===== src/sv/assert_macros.svh =====
// Assertion macros shared by the parser RTL.
`ifndef ASSERT_MACROS_SVH
`define ASSERT_MACROS_SVH

// Checks that a condition holds at every clock edge outside reset.
`define ASSERT_ALWAYS(lbl, cond, msg) \
   lbl: assert property (@(posedge clock) disable iff (reset) (cond)) \
      else $error(msg);

// Checks that a trigger is followed by a condition on the next clock edge.
`define ASSERT_NEXT(lbl, trig, cond, msg) \
   lbl: assert property (@(posedge clock) disable iff (reset) (trig) |=> (cond)) \
      else $error(msg);

`endif


===== src/sv/pfp_pkg.sv =====
// Types and constants of the property frame parser.
package pfp_pkg;

   localparam int unsigned RSP_DEPTH = 4;
   localparam int unsigned TDATA_W = 104;

   localparam logic [3:0] HDR_LAST_IDX = 4'd11;
   localparam logic [3:0] HDR_ID_LAST = 4'd3;
   localparam logic [3:0] HDR_SRC_LAST = 4'd6;
   localparam logic [3:0] HDR_DST_LAST = 4'd9;
   localparam logic [3:0] HDR_SVC_IDX = 4'd10;

   localparam logic [7:0] HEADER_ONE_RST = 8'd16;
   localparam logic [7:0] HEADER_TWO_RST = 8'd129;
   localparam logic [7:0] RW_REQ_RST = 8'd110;
   localparam logic [7:0] RW_RSP_RST = 8'd126;
   localparam logic [7:0] RW_ERR_RST = 8'd94;

   typedef enum logic [2:0] {
      REG_HEADER_ONE = 3'd0,
      REG_HEADER_TWO = 3'd1,
      REG_RW_REQ = 3'd2,
      REG_RW_RSP = 3'd3,
      REG_RW_ERR = 3'd4
   } reg_idx_type;

   typedef enum logic [2:0] {
      KIND_HEADER = 3'd0,
      KIND_PROP = 3'd1,
      KIND_DATA = 3'd2,
      KIND_DONE = 3'd3,
      KIND_ERROR = 3'd4
   } kind_type;

   typedef enum logic [1:0] {
      LIST_SINGLE = 2'd0,
      LIST_SET = 2'd1,
      LIST_GET = 2'd2
   } list_type;

   typedef enum logic [1:0] {
      CAUSE_NONE = 2'd0,
      CAUSE_SHORT = 2'd1,
      CAUSE_HDR_ONE = 2'd2,
      CAUSE_HDR_TWO = 2'd3
   } cause_type;

   typedef enum logic [6:0] {
      PH_HEADER = 7'b0000001,
      PH_CODE = 7'b0000010,
      PH_LEN = 7'b0000100,
      PH_DATA = 7'b0001000,
      PH_GETCOUNT = 7'b0010000,
      PH_TRAIL = 7'b0100000,
      PH_SKIP = 7'b1000000
   } phase_type;

   typedef struct packed {
      kind_type kind;
      logic [15:0] trans_id;
      logic [23:0] src_object;
      logic [23:0] dst_object;
      logic [7:0] service_code;
      logic [1:0] list_id;
      logic [7:0] property_code;
      logic [7:0] data_count;
      logic [7:0] payload_byte;
      logic [1:0] error_cause;
      logic last_of_item;
   } rec_type;

endpackage


===== src/sv/property_frame_parser.sv =====
// Top level of the property frame parser: byte parser and result queue.
//
// Usage: datagram bytes enter on the req_ stream, one byte per beat, with
// req_tlast set on the final byte of each datagram. Results leave on the
// rsp_ stream: rsp_tuser gives the record kind (header, property start,
// data byte, frame done, frame error) and rsp_tdata the record fields.
// rsp_tlast marks the last result caused by one input byte. Expected header
// bytes and the three two-list service codes are set through the csr_ port.
//
// Each result is written into the result queue and offered on rsp_ from
// its head. Throughput: one byte per cycle while req_tready is high. A
// byte yields at most two results (a frame-ending byte that also carries
// a record yields two); the result queue (RspDepth entries) drains one
// entry a cycle. req_tready is high while the queue has room for two
// results, so a receiver that stalls fills the queue and then holds off
// the sender; no result is lost or repeated.
//
// Reset clears the queue, returns the parser to waiting for a header and
// loads the register defaults. Every frame end also returns the parser to
// its start state.
`include "assert_macros.svh"

module property_frame_parser #(
   parameter int unsigned RspDepth = pfp_pkg::RSP_DEPTH
) (
   input logic clock,
   input logic reset,
   // Input stream.
   input logic req_tvalid,
   output logic req_tready,
   input logic [7:0] req_tdata, // in_byte
   input logic req_tlast, // frame_end
   // Result stream.
   output logic rsp_tvalid,
   input logic rsp_tready,
   // From bit 0: trans_id[15:0], src_object[39:16], dst_object[63:40],
   // service_code[71:64], list_id[73:72], property_code[81:74],
   // data_count[89:82], payload_byte[97:90], error_cause[99:98], zeros.
   output logic [pfp_pkg::TDATA_W-1:0] rsp_tdata,
   output logic [2:0] rsp_tuser, // kind
   output logic rsp_tlast, // last_of_item
   // Register writes.
   input logic csr_we,
   input logic [2:0] csr_index,
   input logic [7:0] csr_wdata
);

   localparam int unsigned PtrW = (RspDepth > 1) ? $clog2(RspDepth) : 1;
   localparam int unsigned CntW = $clog2(RspDepth + 1);
   localparam logic [CntW-1:0] ReadyLimit = CntW'(RspDepth - 2);
   localparam logic [PtrW-1:0] PtrLast = PtrW'(RspDepth - 1);

   // Configuration registers.
   logic [7:0] header_one_ff, header_two_ff, rw_req_ff, rw_rsp_ff, rw_err_ff;

   // Parser state.
   pfp_pkg::phase_type phase_ff, phase_in;
   logic [3:0] byte_index_ff, byte_index_in;
   logic [15:0] id_ff, id_in;
   logic [23:0] src_ff, src_in;
   logic [23:0] dst_ff, dst_in;
   logic [7:0] service_ff, service_in;
   logic [7:0] props_left_ff, props_left_in;
   logic [7:0] bytes_left_ff, bytes_left_in;
   logic [7:0] code_ff, code_in;
   pfp_pkg::list_type list_ff, list_in;
   pfp_pkg::cause_type error_ff, error_in;

   // Result queue.
   pfp_pkg::rec_type rsp_q [RspDepth];
   logic [PtrW-1:0] wr_ptr_ff, wr_ptr_in, rd_ptr_ff, rd_ptr_in;
   logic [CntW-1:0] count_ff, count_in;

   pfp_pkg::rec_type rec_main, rec_end, head;
   logic main_v, end_v;
   logic req_fire, rsp_fire;
   logic [7:0] b;
   logic [7:0] bytes_dec, props_dec;
   logic rw_code;

   function automatic logic [PtrW-1:0] ptr_next(input logic [PtrW-1:0] p);
      return (p == PtrLast) ? '0 : p + 1'b1;
   endfunction

   // Phase after a list count is known: a list with properties opens with a
   // code byte; an empty set list goes on to the get count and any other empty list to the trailer.
   function automatic pfp_pkg::phase_type list_entry(input logic [7:0] props,
                                                     input pfp_pkg::list_type lst);
      if (props != '0) begin
         return pfp_pkg::PH_CODE;
      end
      return (lst == pfp_pkg::LIST_SET) ? pfp_pkg::PH_GETCOUNT : pfp_pkg::PH_TRAIL;
   endfunction

   assign req_tready = (count_ff <= ReadyLimit);
   assign req_fire = req_tvalid && req_tready;
   assign rsp_tvalid = (count_ff != '0);
   assign rsp_fire = rsp_tvalid && rsp_tready;
   assign b = req_tdata;
   assign bytes_dec = bytes_left_ff - 8'd1;
   assign props_dec = props_left_ff - 8'd1;
   assign rw_code = (service_ff == rw_req_ff) || (service_ff == rw_rsp_ff) ||
                    (service_ff == rw_err_ff);

   always_ff @(posedge clock) begin
      if (reset) begin
         header_one_ff <= pfp_pkg::HEADER_ONE_RST;
         header_two_ff <= pfp_pkg::HEADER_TWO_RST;
         rw_req_ff <= pfp_pkg::RW_REQ_RST;
         rw_rsp_ff <= pfp_pkg::RW_RSP_RST;
         rw_err_ff <= pfp_pkg::RW_ERR_RST;
      end else if (csr_we) begin
         unique case (csr_index)
            pfp_pkg::REG_HEADER_ONE: header_one_ff <= csr_wdata;
            pfp_pkg::REG_HEADER_TWO: header_two_ff <= csr_wdata;
            pfp_pkg::REG_RW_REQ: rw_req_ff <= csr_wdata;
            pfp_pkg::REG_RW_RSP: rw_rsp_ff <= csr_wdata;
            pfp_pkg::REG_RW_ERR: rw_err_ff <= csr_wdata;
            default: ;
         endcase
      end
   end

   // One byte of parsing: next state and up to two result records.
   always_comb begin
      phase_in = phase_ff;
      byte_index_in = byte_index_ff;
      id_in = id_ff;
      src_in = src_ff;
      dst_in = dst_ff;
      service_in = service_ff;
      props_left_in = props_left_ff;
      bytes_left_in = bytes_left_ff;
      code_in = code_ff;
      list_in = list_ff;
      error_in = error_ff;
      rec_main = '0;
      rec_end = '0;
      main_v = 1'b0;
      end_v = 1'b0;

      if (req_fire) begin
         unique case (phase_ff)
            pfp_pkg::PH_HEADER: begin
               priority if (byte_index_ff == 4'd0) begin
                  if (b != header_one_ff) error_in = pfp_pkg::CAUSE_HDR_ONE;
               end else if (byte_index_ff == 4'd1) begin
                  if (b != header_two_ff && error_ff == pfp_pkg::CAUSE_NONE) begin
                     error_in = pfp_pkg::CAUSE_HDR_TWO;
                  end
               end else if (byte_index_ff <= pfp_pkg::HDR_ID_LAST) begin
                  id_in = {id_ff[7:0], b};
               end else if (byte_index_ff <= pfp_pkg::HDR_SRC_LAST) begin
                  src_in = {src_ff[15:0], b};
               end else if (byte_index_ff <= pfp_pkg::HDR_DST_LAST) begin
                  dst_in = {dst_ff[15:0], b};
               end else if (byte_index_ff == pfp_pkg::HDR_SVC_IDX) begin
                  service_in = b;
               end else begin
                  if (error_ff != pfp_pkg::CAUSE_NONE) begin
                     phase_in = pfp_pkg::PH_SKIP;
                  end else begin
                     list_in = rw_code ? pfp_pkg::LIST_SET : pfp_pkg::LIST_SINGLE;
                     main_v = 1'b1;
                     rec_main.kind = pfp_pkg::KIND_HEADER;
                     rec_main.trans_id = id_ff;
                     rec_main.src_object = src_ff;
                     rec_main.dst_object = dst_ff;
                     rec_main.service_code = service_ff;
                     rec_main.list_id = list_in;
                     props_left_in = b;
                     phase_in = list_entry(b, list_in);
                  end
               end
               if (byte_index_ff < pfp_pkg::HDR_LAST_IDX) begin
                  byte_index_in = byte_index_ff + 4'd1;
               end
            end
            pfp_pkg::PH_CODE: begin
               code_in = b;
               phase_in = pfp_pkg::PH_LEN;
            end
            pfp_pkg::PH_LEN: begin
               bytes_left_in = b;
               main_v = 1'b1;
               rec_main.kind = pfp_pkg::KIND_PROP;
               rec_main.list_id = list_ff;
               rec_main.property_code = code_ff;
               rec_main.data_count = b;
               if (b == '0) begin
                  props_left_in = props_dec;
                  phase_in = list_entry(props_dec, list_ff);
               end else begin
                  phase_in = pfp_pkg::PH_DATA;
               end
            end
            pfp_pkg::PH_DATA: begin
               main_v = 1'b1;
               rec_main.kind = pfp_pkg::KIND_DATA;
               rec_main.list_id = list_ff;
               rec_main.property_code = code_ff;
               rec_main.payload_byte = b;
               bytes_left_in = bytes_dec;
               if (bytes_dec == '0) begin
                  props_left_in = props_dec;
                  phase_in = list_entry(props_dec, list_ff);
               end
            end
            pfp_pkg::PH_GETCOUNT: begin
               list_in = pfp_pkg::LIST_GET;
               props_left_in = b;
               phase_in = list_entry(b, pfp_pkg::LIST_GET);
            end
            default: ;
         endcase

         if (req_tlast) begin
            end_v = 1'b1;
            rec_end.last_of_item = 1'b1;
            if (phase_in == pfp_pkg::PH_TRAIL) begin
               rec_end.kind = pfp_pkg::KIND_DONE;
            end else begin
               rec_end.kind = pfp_pkg::KIND_ERROR;
               rec_end.error_cause = (phase_in == pfp_pkg::PH_SKIP) ?
                                     error_in : pfp_pkg::CAUSE_SHORT;
            end
            phase_in = pfp_pkg::PH_HEADER;
            byte_index_in = '0;
            id_in = '0;
            src_in = '0;
            dst_in = '0;
            service_in = '0;
            props_left_in = '0;
            bytes_left_in = '0;
            code_in = '0;
            list_in = pfp_pkg::LIST_SINGLE;
            error_in = pfp_pkg::CAUSE_NONE;
         end else begin
            rec_main.last_of_item = 1'b1;
         end
      end
   end

   always_ff @(posedge clock) begin
      if (reset) begin
         phase_ff <= pfp_pkg::PH_HEADER;
         byte_index_ff <= '0;
         id_ff <= '0;
         src_ff <= '0;
         dst_ff <= '0;
         service_ff <= '0;
         props_left_ff <= '0;
         bytes_left_ff <= '0;
         code_ff <= '0;
         list_ff <= pfp_pkg::LIST_SINGLE;
         error_ff <= pfp_pkg::CAUSE_NONE;
      end else begin
         phase_ff <= phase_in;
         byte_index_ff <= byte_index_in;
         id_ff <= id_in;
         src_ff <= src_in;
         dst_ff <= dst_in;
         service_ff <= service_in;
         props_left_ff <= props_left_in;
         bytes_left_ff <= bytes_left_in;
         code_ff <= code_in;
         list_ff <= list_in;
         error_ff <= error_in;
      end
   end

   // Queue bookkeeping: up to two pushes and one pop a cycle.
   always_comb begin
      wr_ptr_in = wr_ptr_ff;
      if (main_v && end_v) begin
         wr_ptr_in = ptr_next(ptr_next(wr_ptr_ff));
      end else if (main_v || end_v) begin
         wr_ptr_in = ptr_next(wr_ptr_ff);
      end
      rd_ptr_in = rsp_fire ? ptr_next(rd_ptr_ff) : rd_ptr_ff;
      count_in = count_ff + CntW'(main_v) + CntW'(end_v) - CntW'(rsp_fire);
   end

   always_ff @(posedge clock) begin
      if (reset) begin
         wr_ptr_ff <= '0;
         rd_ptr_ff <= '0;
         count_ff <= '0;
      end else begin
         wr_ptr_ff <= wr_ptr_in;
         rd_ptr_ff <= rd_ptr_in;
         count_ff <= count_in;
      end
   end

   always_ff @(posedge clock) begin
      if (main_v) begin
         rsp_q[wr_ptr_ff] <= rec_main;
      end
      if (end_v) begin
         rsp_q[main_v ? ptr_next(wr_ptr_ff) : wr_ptr_ff] <= rec_end;
      end
   end

   assign head = rsp_q[rd_ptr_ff];
   assign rsp_tuser = head.kind;
   assign rsp_tlast = head.last_of_item;
   assign rsp_tdata = {4'b0000, head.error_cause, head.payload_byte, head.data_count,
                       head.property_code, head.list_id, head.service_code,
                       head.dst_object, head.src_object, head.trans_id};

   `ASSERT_ALWAYS(a_queue_bound, count_ff <= CntW'(RspDepth), "result queue overflow")
   `ASSERT_ALWAYS(a_index_bound, byte_index_ff <= pfp_pkg::HDR_LAST_IDX,
                  "header byte index out of range")
   `ASSERT_ALWAYS(a_error_only_hdr,
                  error_ff == pfp_pkg::CAUSE_NONE || phase_ff == pfp_pkg::PH_HEADER ||
                  phase_ff == pfp_pkg::PH_SKIP, "header error kept past the header")
   `ASSERT_NEXT(a_frame_restart, req_fire && req_tlast,
                phase_ff == pfp_pkg::PH_HEADER && byte_index_ff == '0,
                "parser not back at header after frame end")
   `ASSERT_NEXT(a_end_queued, req_fire && req_tlast, count_ff != '0,
                "frame end left no result in the queue")

endmodule

===== config.mk =====
export PLATFORM = sky130hd
export DESIGN_NAME = property_frame_parser
export DESIGN_NICKNAME = d
export VERILOG_FILES = /design/src/sv/pfp_pkg.sv /design/src/sv/property_frame_parser.sv
export VERILOG_INCLUDE_DIRS = /design/src /design/src/sv
export SDC_FILE = /design/constraint.sdc
export NUM_CORES = 1
export LEC_CHECK = 0
export BUFFER_PORTS_ARGS = -buffer_cell sky130_fd_sc_hd__buf_2
export CORE_ASPECT_RATIO = 0.7
export CORE_UTILIZATION = 50
export DETAILED_ROUTE_END_ITERATION = 7
export PLACE_DENSITY = 0.7
export SLEW_MARGIN = 20
export SYNTH_ARGS = -nofsm -noshare
export SYNTH_HDL_FRONTEND = slang
export SYNTH_SLANG_ARGS = --single-unit

===== constraint.sdc =====
create_clock -name clock -period 3.3 [get_ports clock]
set_clock_uncertainty 0.15 [all_clocks]
set_input_delay 0.33 -clock clock [delete_from_list [all_inputs] [get_ports clock]]
set_output_delay 0.33 -clock clock [all_outputs]
set_load 0.005 [all_outputs]

# After elaboration in Yosys (flattened, before gate mapping)
# Memories as Yosys holds them, arrays and structs flattened. A register that Yosys moved wholly into a read port is not among the register bits.
# Index checks and enable logic that the tools add are counted.
[totals]
reg_bits = 158
latchBits = 0
ramBits = 416
rom_bits = 0
input_bits = 25
wordCells = 258
n_memories = 1
[op_classes]
add_sub_neg = 9
mul = 0
n_div = 0
n_lt_le_gt_ge = 5
eq_ne = 37
n_shift = 0
mux = 145
bitwise_logic = 0
reduce_logical = 42
[memory_table]
columns = ["memory", "words", "word_bits", "rd", "rd_ports_with_merged_regs", "write_ports", "line_no", "rtl"]
rows = [
  ["rsp_q", 4, 104, 1, 1, 2, "property_frame_parser.sv:70", "pfp_pkg::rec_type rsp_q [RspDepth];"],
]
[ops]
columns = ["op", "count"]
rows = [
  ["74-bit 2-to-1 mux", 7],
  ["24-bit 2-to-1 mux", 13],
  ["8-bit 2-to-1 mux", 24],
  ["7-bit 2-to-1 mux", 17],
  ["101-bit 2-to-1 mux", 1],
  ["16-bit 2-to-1 mux", 5],
  ["72-bit 2-to-1 mux", 1],
  ["2-bit 2-to-1 mux", 24],
  ["1-bit 2-to-1 mux", 36],
  ["7-bit one-hot mux with 5 select lines", 1],
  ["8-bit one-hot mux with 4 select lines", 1],
  ["3-bit inequality test, second input constant", 9],
  ["8-bit == test", 3],
  ["2-bit nonzero test", 9],
  ["8-bit logical NOT", 2],
  ["8-bit inequality test", 2],
  ["8-bit one-hot mux with 2 select lines", 1],
  ["8-bit nonzero test", 2],
  ["8-bit by 1-bit subtractor with 8-bit output, second input constant", 2],
  ["3-bit 2-to-1 mux", 5],
  ["2-bit AND reduction", 7],
  ["4-bit 2-to-1 mux", 3],
  ["6-bit 2-to-1 mux", 2],
  ["11-bit AND reduction", 1],
  ["other kinds (42)", 60],
]

# Depth between registers and ports, before layout
[depth]
ltp_word = 26
ltp_mapped = 13

# Worst setup path after synthesis
# No wires, ideal clock.
[synth_timing]
path_kind = "register to register"
startpoint = "register byte_index_ff[1]"
endpoint = "register count_ff[2]"
setup_time_ns = 0.128
arrival_time_ns = 3.351
path_slack_ns = -0.329
path_stages_with_launch = 13
path_buffers = 0
synth_period_minus_slack_ns = 3.629
path_cell_list = "dfxtp_1 inv_1 ha_1 or4b_1 a2111oi_4 o21a_2 inv_2 ha_1 inv_1 fa_1 fa_1 xor2_1 nor2_1"
[synth_between]
elab_chain_len = 12
[synth_lines]
columns = ["element", "line_no", "rtl"]
rows = [
  ["start: declaration", "property_frame_parser.sv:58", "logic [3:0] byte_index_ff, byte_index_in;"],
  ["start signal: assignment", "property_frame_parser.sv:259", "byte_index_ff <= byte_index_in;"],
  ["branches (longest 6 deep; another with 4-bit less-or-equal comparator)", "--", ""],
  ["1-bit 2-to-1 mux (*)", "property_frame_parser.sv:145", "priority if (byte_index_ff == 4'd0) begin"],
  ["1-bit one-hot mux with 2 select lines (*)", "property_frame_parser.sv:143", "unique case (phase_ff)"],
  ["1-bit 2-to-1 mux (*)", "property_frame_parser.sv:142", "if (req_fire) begin"],
  ["3-bit by 1-bit adder with 3-bit output (*) (2 in series)", "property_frame_parser.sv:281", "count_in = count_ff + CntW'(main_v) + CntW'(end_v) - CntW'(rsp_fire);"],
  ["3-bit by 1-bit subtractor with 3-bit output (*)", "property_frame_parser.sv:281", ""],
  ["end signal: assignment", "property_frame_parser.sv:292", "count_ff <= count_in;"],
  ["end: declaration", "property_frame_parser.sv:72", "logic [CntW-1:0] count_ff, count_in;"],
]
# Mark *: on every way between the ends.
# A chain may end at the register's enable or synchronous reset.

# Final worst setup path
[layout_timing]
startpoint = "register byte_index_ff[0]"
endpoint = "register count_ff[1]"
[layout_between]
elab_chain_len = 12
[layout_lines]
columns = ["element", "line_no"]
rows = [
  ["branches (longest 6 deep; another with 4-bit less-or-equal comparator)", "--"],
  ["1-bit 2-to-1 mux (*)", "property_frame_parser.sv:145"],
  ["1-bit one-hot mux with 2 select lines (*)", "property_frame_parser.sv:143"],
  ["1-bit 2-to-1 mux (*)", "property_frame_parser.sv:142"],
  ["3-bit by 1-bit adder with 3-bit output (*) (2 in series)", "property_frame_parser.sv:281"],
  ["3-bit by 1-bit subtractor with 3-bit output (*)", "property_frame_parser.sv:281"],
  ["net count_in[1]", "property_frame_parser.sv:72"],
]
# Mark *: on every way through the listed nets, which the timed path passes.

==> results.toml <==
[status]
outcome = "complete, no violations"

[clock_network]
clk_latency_ns = 0.60
cts_tree = "built"
clock-sinks = 576
numCtsBuffers = 54
clk_pin_slew_worst_paths_ns = 0.06
cts-root-buf = "clkbuf_16"
cts.path.max_buffers = 3
h-tree-depth = 2

[power]
leakagePower_nw = 10.42
clock_power_share_pct = 41.7
p_int_mw = 11.49
comb_power_share_pct = 11.7
peakVddDrop_mv = 0.4334
power.switching_mw = 4.017
p_per_area_mw_per_mm2 = 537.2
swShare_pct = 25.90
seq_power_share_pct = 46.7

[yosys]
yosys.area_share.simple_pct = 19.77
synth_xor_area_share_pct = 1.697
ys.flop_type = "dfxtp_1"
synth_mux_area_share_pct = 10.14
synth_top_family_by_area = "simple AND/OR/NAND/NOR gates"
avgSynthCellArea_sq_um = 9.088
ys_warn_count = 0
seq_area_frac_synth_pct = 47.51
synth_edf_count = 24
async_flop_share_pct = 0
synth_cell_types = 67
synth_top_area_share_pct = 44.60
syn_area_sq_mm = 0.02478
synth_top_area_cell = "dfxtp_1"
synth-seq-cells = 576
synth_area_leaders = "dfxtp_1, mux4_2, a21oi_1"
synth_fa_ha_area_share_pct = 0.9696
synth_compound_area_share_pct = 15.35
syn_inst = 2726

[routing]
wirelength_met1_microns = 31680
drt_iter0_drc = 2516
viasPerCell = 6.192
route.met3.wl_microns = 7688
ant_nets = 0
routed_wl_microns = 75820
dr_wl_met2_microns = 34480
dr_total_vias = 21690
wl_per_cell_microns = 21.65
top_layer_used = "met5"
drc = 0
first_pass_iters = 6

[die]
die_h_microns = 188.2
start_util_pct = 51.22
die_w_microns = 268.1
die-area_sq_mm = 0.05046
ioPinCount = 135
rows = 67
fp.coreArea_sq_mm = 0.04837

[sta]
finalMaxSlewViolations = 0
holdWs_ns = 0.09804
rsz0062_at_grt = "yes"
worst_pin_slew_ns = 0.9841
max_freq_ghz = 0.3078
fin_crit_ns = 3.248
slew_headroom_pct = 34.40
finalSetupViolCount = 0
finalHoldViolCount = 0
min_period_over_period_pct = 98.44

[finish]
design_area_sq_mm = 0.02887
drive_gt1_share_pct = 17.81
syn_to_final_growth_pct = 16.54
antennaDiodeCount = 0
n_fill_cell = 4043
nNetsFinal = 2848

[global_route]
first_global_vias = 21010
grt_pass1_wl_microns = 117300
antenna_found_initial = 6
track_usage_pct = 29.32
grt_overflow = 0
grt_max_degree = 202

[worst_setup_path]
cp_cell_sequence = "inv_4 -> ha_4 -> or4b_4 -> a2111oi_4 -> o21a_2 -> inv_4 -> ha_4 -> inv_2 -> fa_2 -> fa_2 -> nor2b_1"
critical_path_class = "flop to flop"
required_ns = 3.67
timing.critical_path.from_type = "flop"
critPathBufInv = 3
endpoint_kind = "flop"
critPathMaxStageDelay_ns = 0.55
cpLargestDelayFamily = "adder cells"
cp_max_fo = 3
worstPathArrival_ns = 3.62
cp_slowest_cell = "or4b_4"

[placement]
place_congestion = 0.8923
io_buffers = 130
place_hpwl_microns = 46860
postPlaceCellArea_sq_mm = 0.02675

[job]
maxCapViolations = 0

[worst_hold_path]
hold_class = "input port to flop"
flip-flops by register name, summed over array words and instances, names as in the netlist, 16 cells and up, named ones only:
name	count
rsp_q	416
src_ff	24
dst_ff	24
id_ff	16
cell usage in the layout, fill, tap and decap left out, drive strengths merged, types with 17 or more instances in the layout:
cell | synthesis | final
mux4 | 104 | 104
inv | 20 | 22
xnor2 | 26 | 26
nor3 | 26 | 26
clkbuf | 184 | 82
a21oi | 376 | 376
nor2 | 161 | 161
buf | 74 | 267
a32o | 89 | 89
nor2b | 22 | 22
mux2i | 17 | 17
a22oi | 41 | 41
nand3 | 279 | 279
xor2 | 22 | 22
dfxtp | 552 | 552
nand3b | 50 | 50
o21ai | 42 | 42
edfxtp | 24 | 24
nand2 | 464 | 464
worst register-to-register path, delay by kind of cell, from the launching register on:
| family | cells | cell delay (ns) |
|---|---|---|
| AOI/OAI and AO/OA | 2 | 0.57 |
| buffers and inverters | 3 | 0.13 |
| adders and majority gates | 4 | 1.30 |
| DFF | 1 | 0.38 |
| and+or+nand+nor | 2 | 0.66 |
power by group through the flow:
| stage | sequential, mW | combinational (mW) | clock, mW |
|---|---|---|---|
| 2_1_floorplan | 7.30 | 1.17 | 0 |
| 3_5_place_dp | 7.39 | 1.78 | 0 |
| 6_report | 7.24 | 1.81 | 6.46 |
| 4_1_cts | 7.23 | 1.79 | 6.51 |
| 3_3_place_gp | 7.38 | 1.75 | 0 |
| 5_1_grt | 7.24 | 1.94 | 6.81 |
kinds of logic (layout without fill, tap and decap cells):
group                      after synthesis  after routing
AOI/OAI and AO/OA                      611            611
xor gates and xnor gates                48             48
adders and majority gates               18             18
buffers and inverters                  278            396
DFF                                    576            576
muxes                                  121            121
other                                    1              4
and+or+nand+nor                       1073           1073
per-layer routing:
layer  vias up  GRT usage (%)
met2      1037          45.80
met1     10620          40.62
li1       9864              -
met3       154          6.129
met4         8          9.143
met5         -         0.3861
area by class of cell:
type,count,area (sq um),area share (%)
clock buffers,80,1613,5.586
clock inverters,18,217.7,0.7540
inverters,20,82.58,0.2860
multi-input cells,1875,12060,41.77
flip-flops and latches,576,11790,40.82
well taps,655,819.5,2.838
repair buffers,278,2295,7.948
repair_timing:
item / in CTS / in global routing
endpoints found under the hold margin: 44 / 0
setup endpoints to repair: 4 / 101
gates resized for setup: 1 / 13
cloned: 0 / 2
buffers inserted: 0 / 5
pin swaps: 2 / 6
hold buffers: 9 / 0
Yosys cell counts, types with 7 or more instances:
library cell and instances:
or3_1 7, or4_1 7, xnor2_1 26, dfxtp_1 552, a32o_1 89, and2_1 11, xor2_1 22, mux2i_1 17
mux4_2 104, inv_1 19, nand3_1 279, a22oi_1 41, nand3b_1 50, buf_1 20, nor2b_1 22, ha_1 16
nand4_1 8, o22ai_1 9, nor2_1 161, o21a_1 7, clkbuf_1 184, nand2_1 464, edfxtp_1 24, o21ai_0 35
buf_2 48, a21oi_1 376, nor3_1 26
worst paths after layout:
kind | start | to | slack, ns | cells past startpoint
max | byte_index_ff[0] | count_ff[1] | 0.05 | 11
min | csr_index[2] | rw_err_ff[6] | 0.1 | 4
max reg2reg | byte_index_ff[0] | count_ff[1] | 0.05 | 11
min reg2reg | rsp_q[3][69] | rsp_q[3][69] | 0.30 | 2
stage by stage:
stage          power (mW)    TNS, ns  utilization (%)  setup slack, ns  cells
6_report            15.51          0            59.69          0.05151   3502
5_1_grt             15.99    -0.6473            59.69         -0.03851   3502
4_1_cts             15.53          0            59.29          0.05391   3495
3_5_place_dp        9.164  -0.001495            55.31        -0.001495   3388
3_3_place_gp        9.128  -0.003149            55.31        -0.003149   3388
2_1_floorplan       8.468    -0.2461                -          -0.1371   2729
No activity file was read; power rests on OpenSTA's default activity.
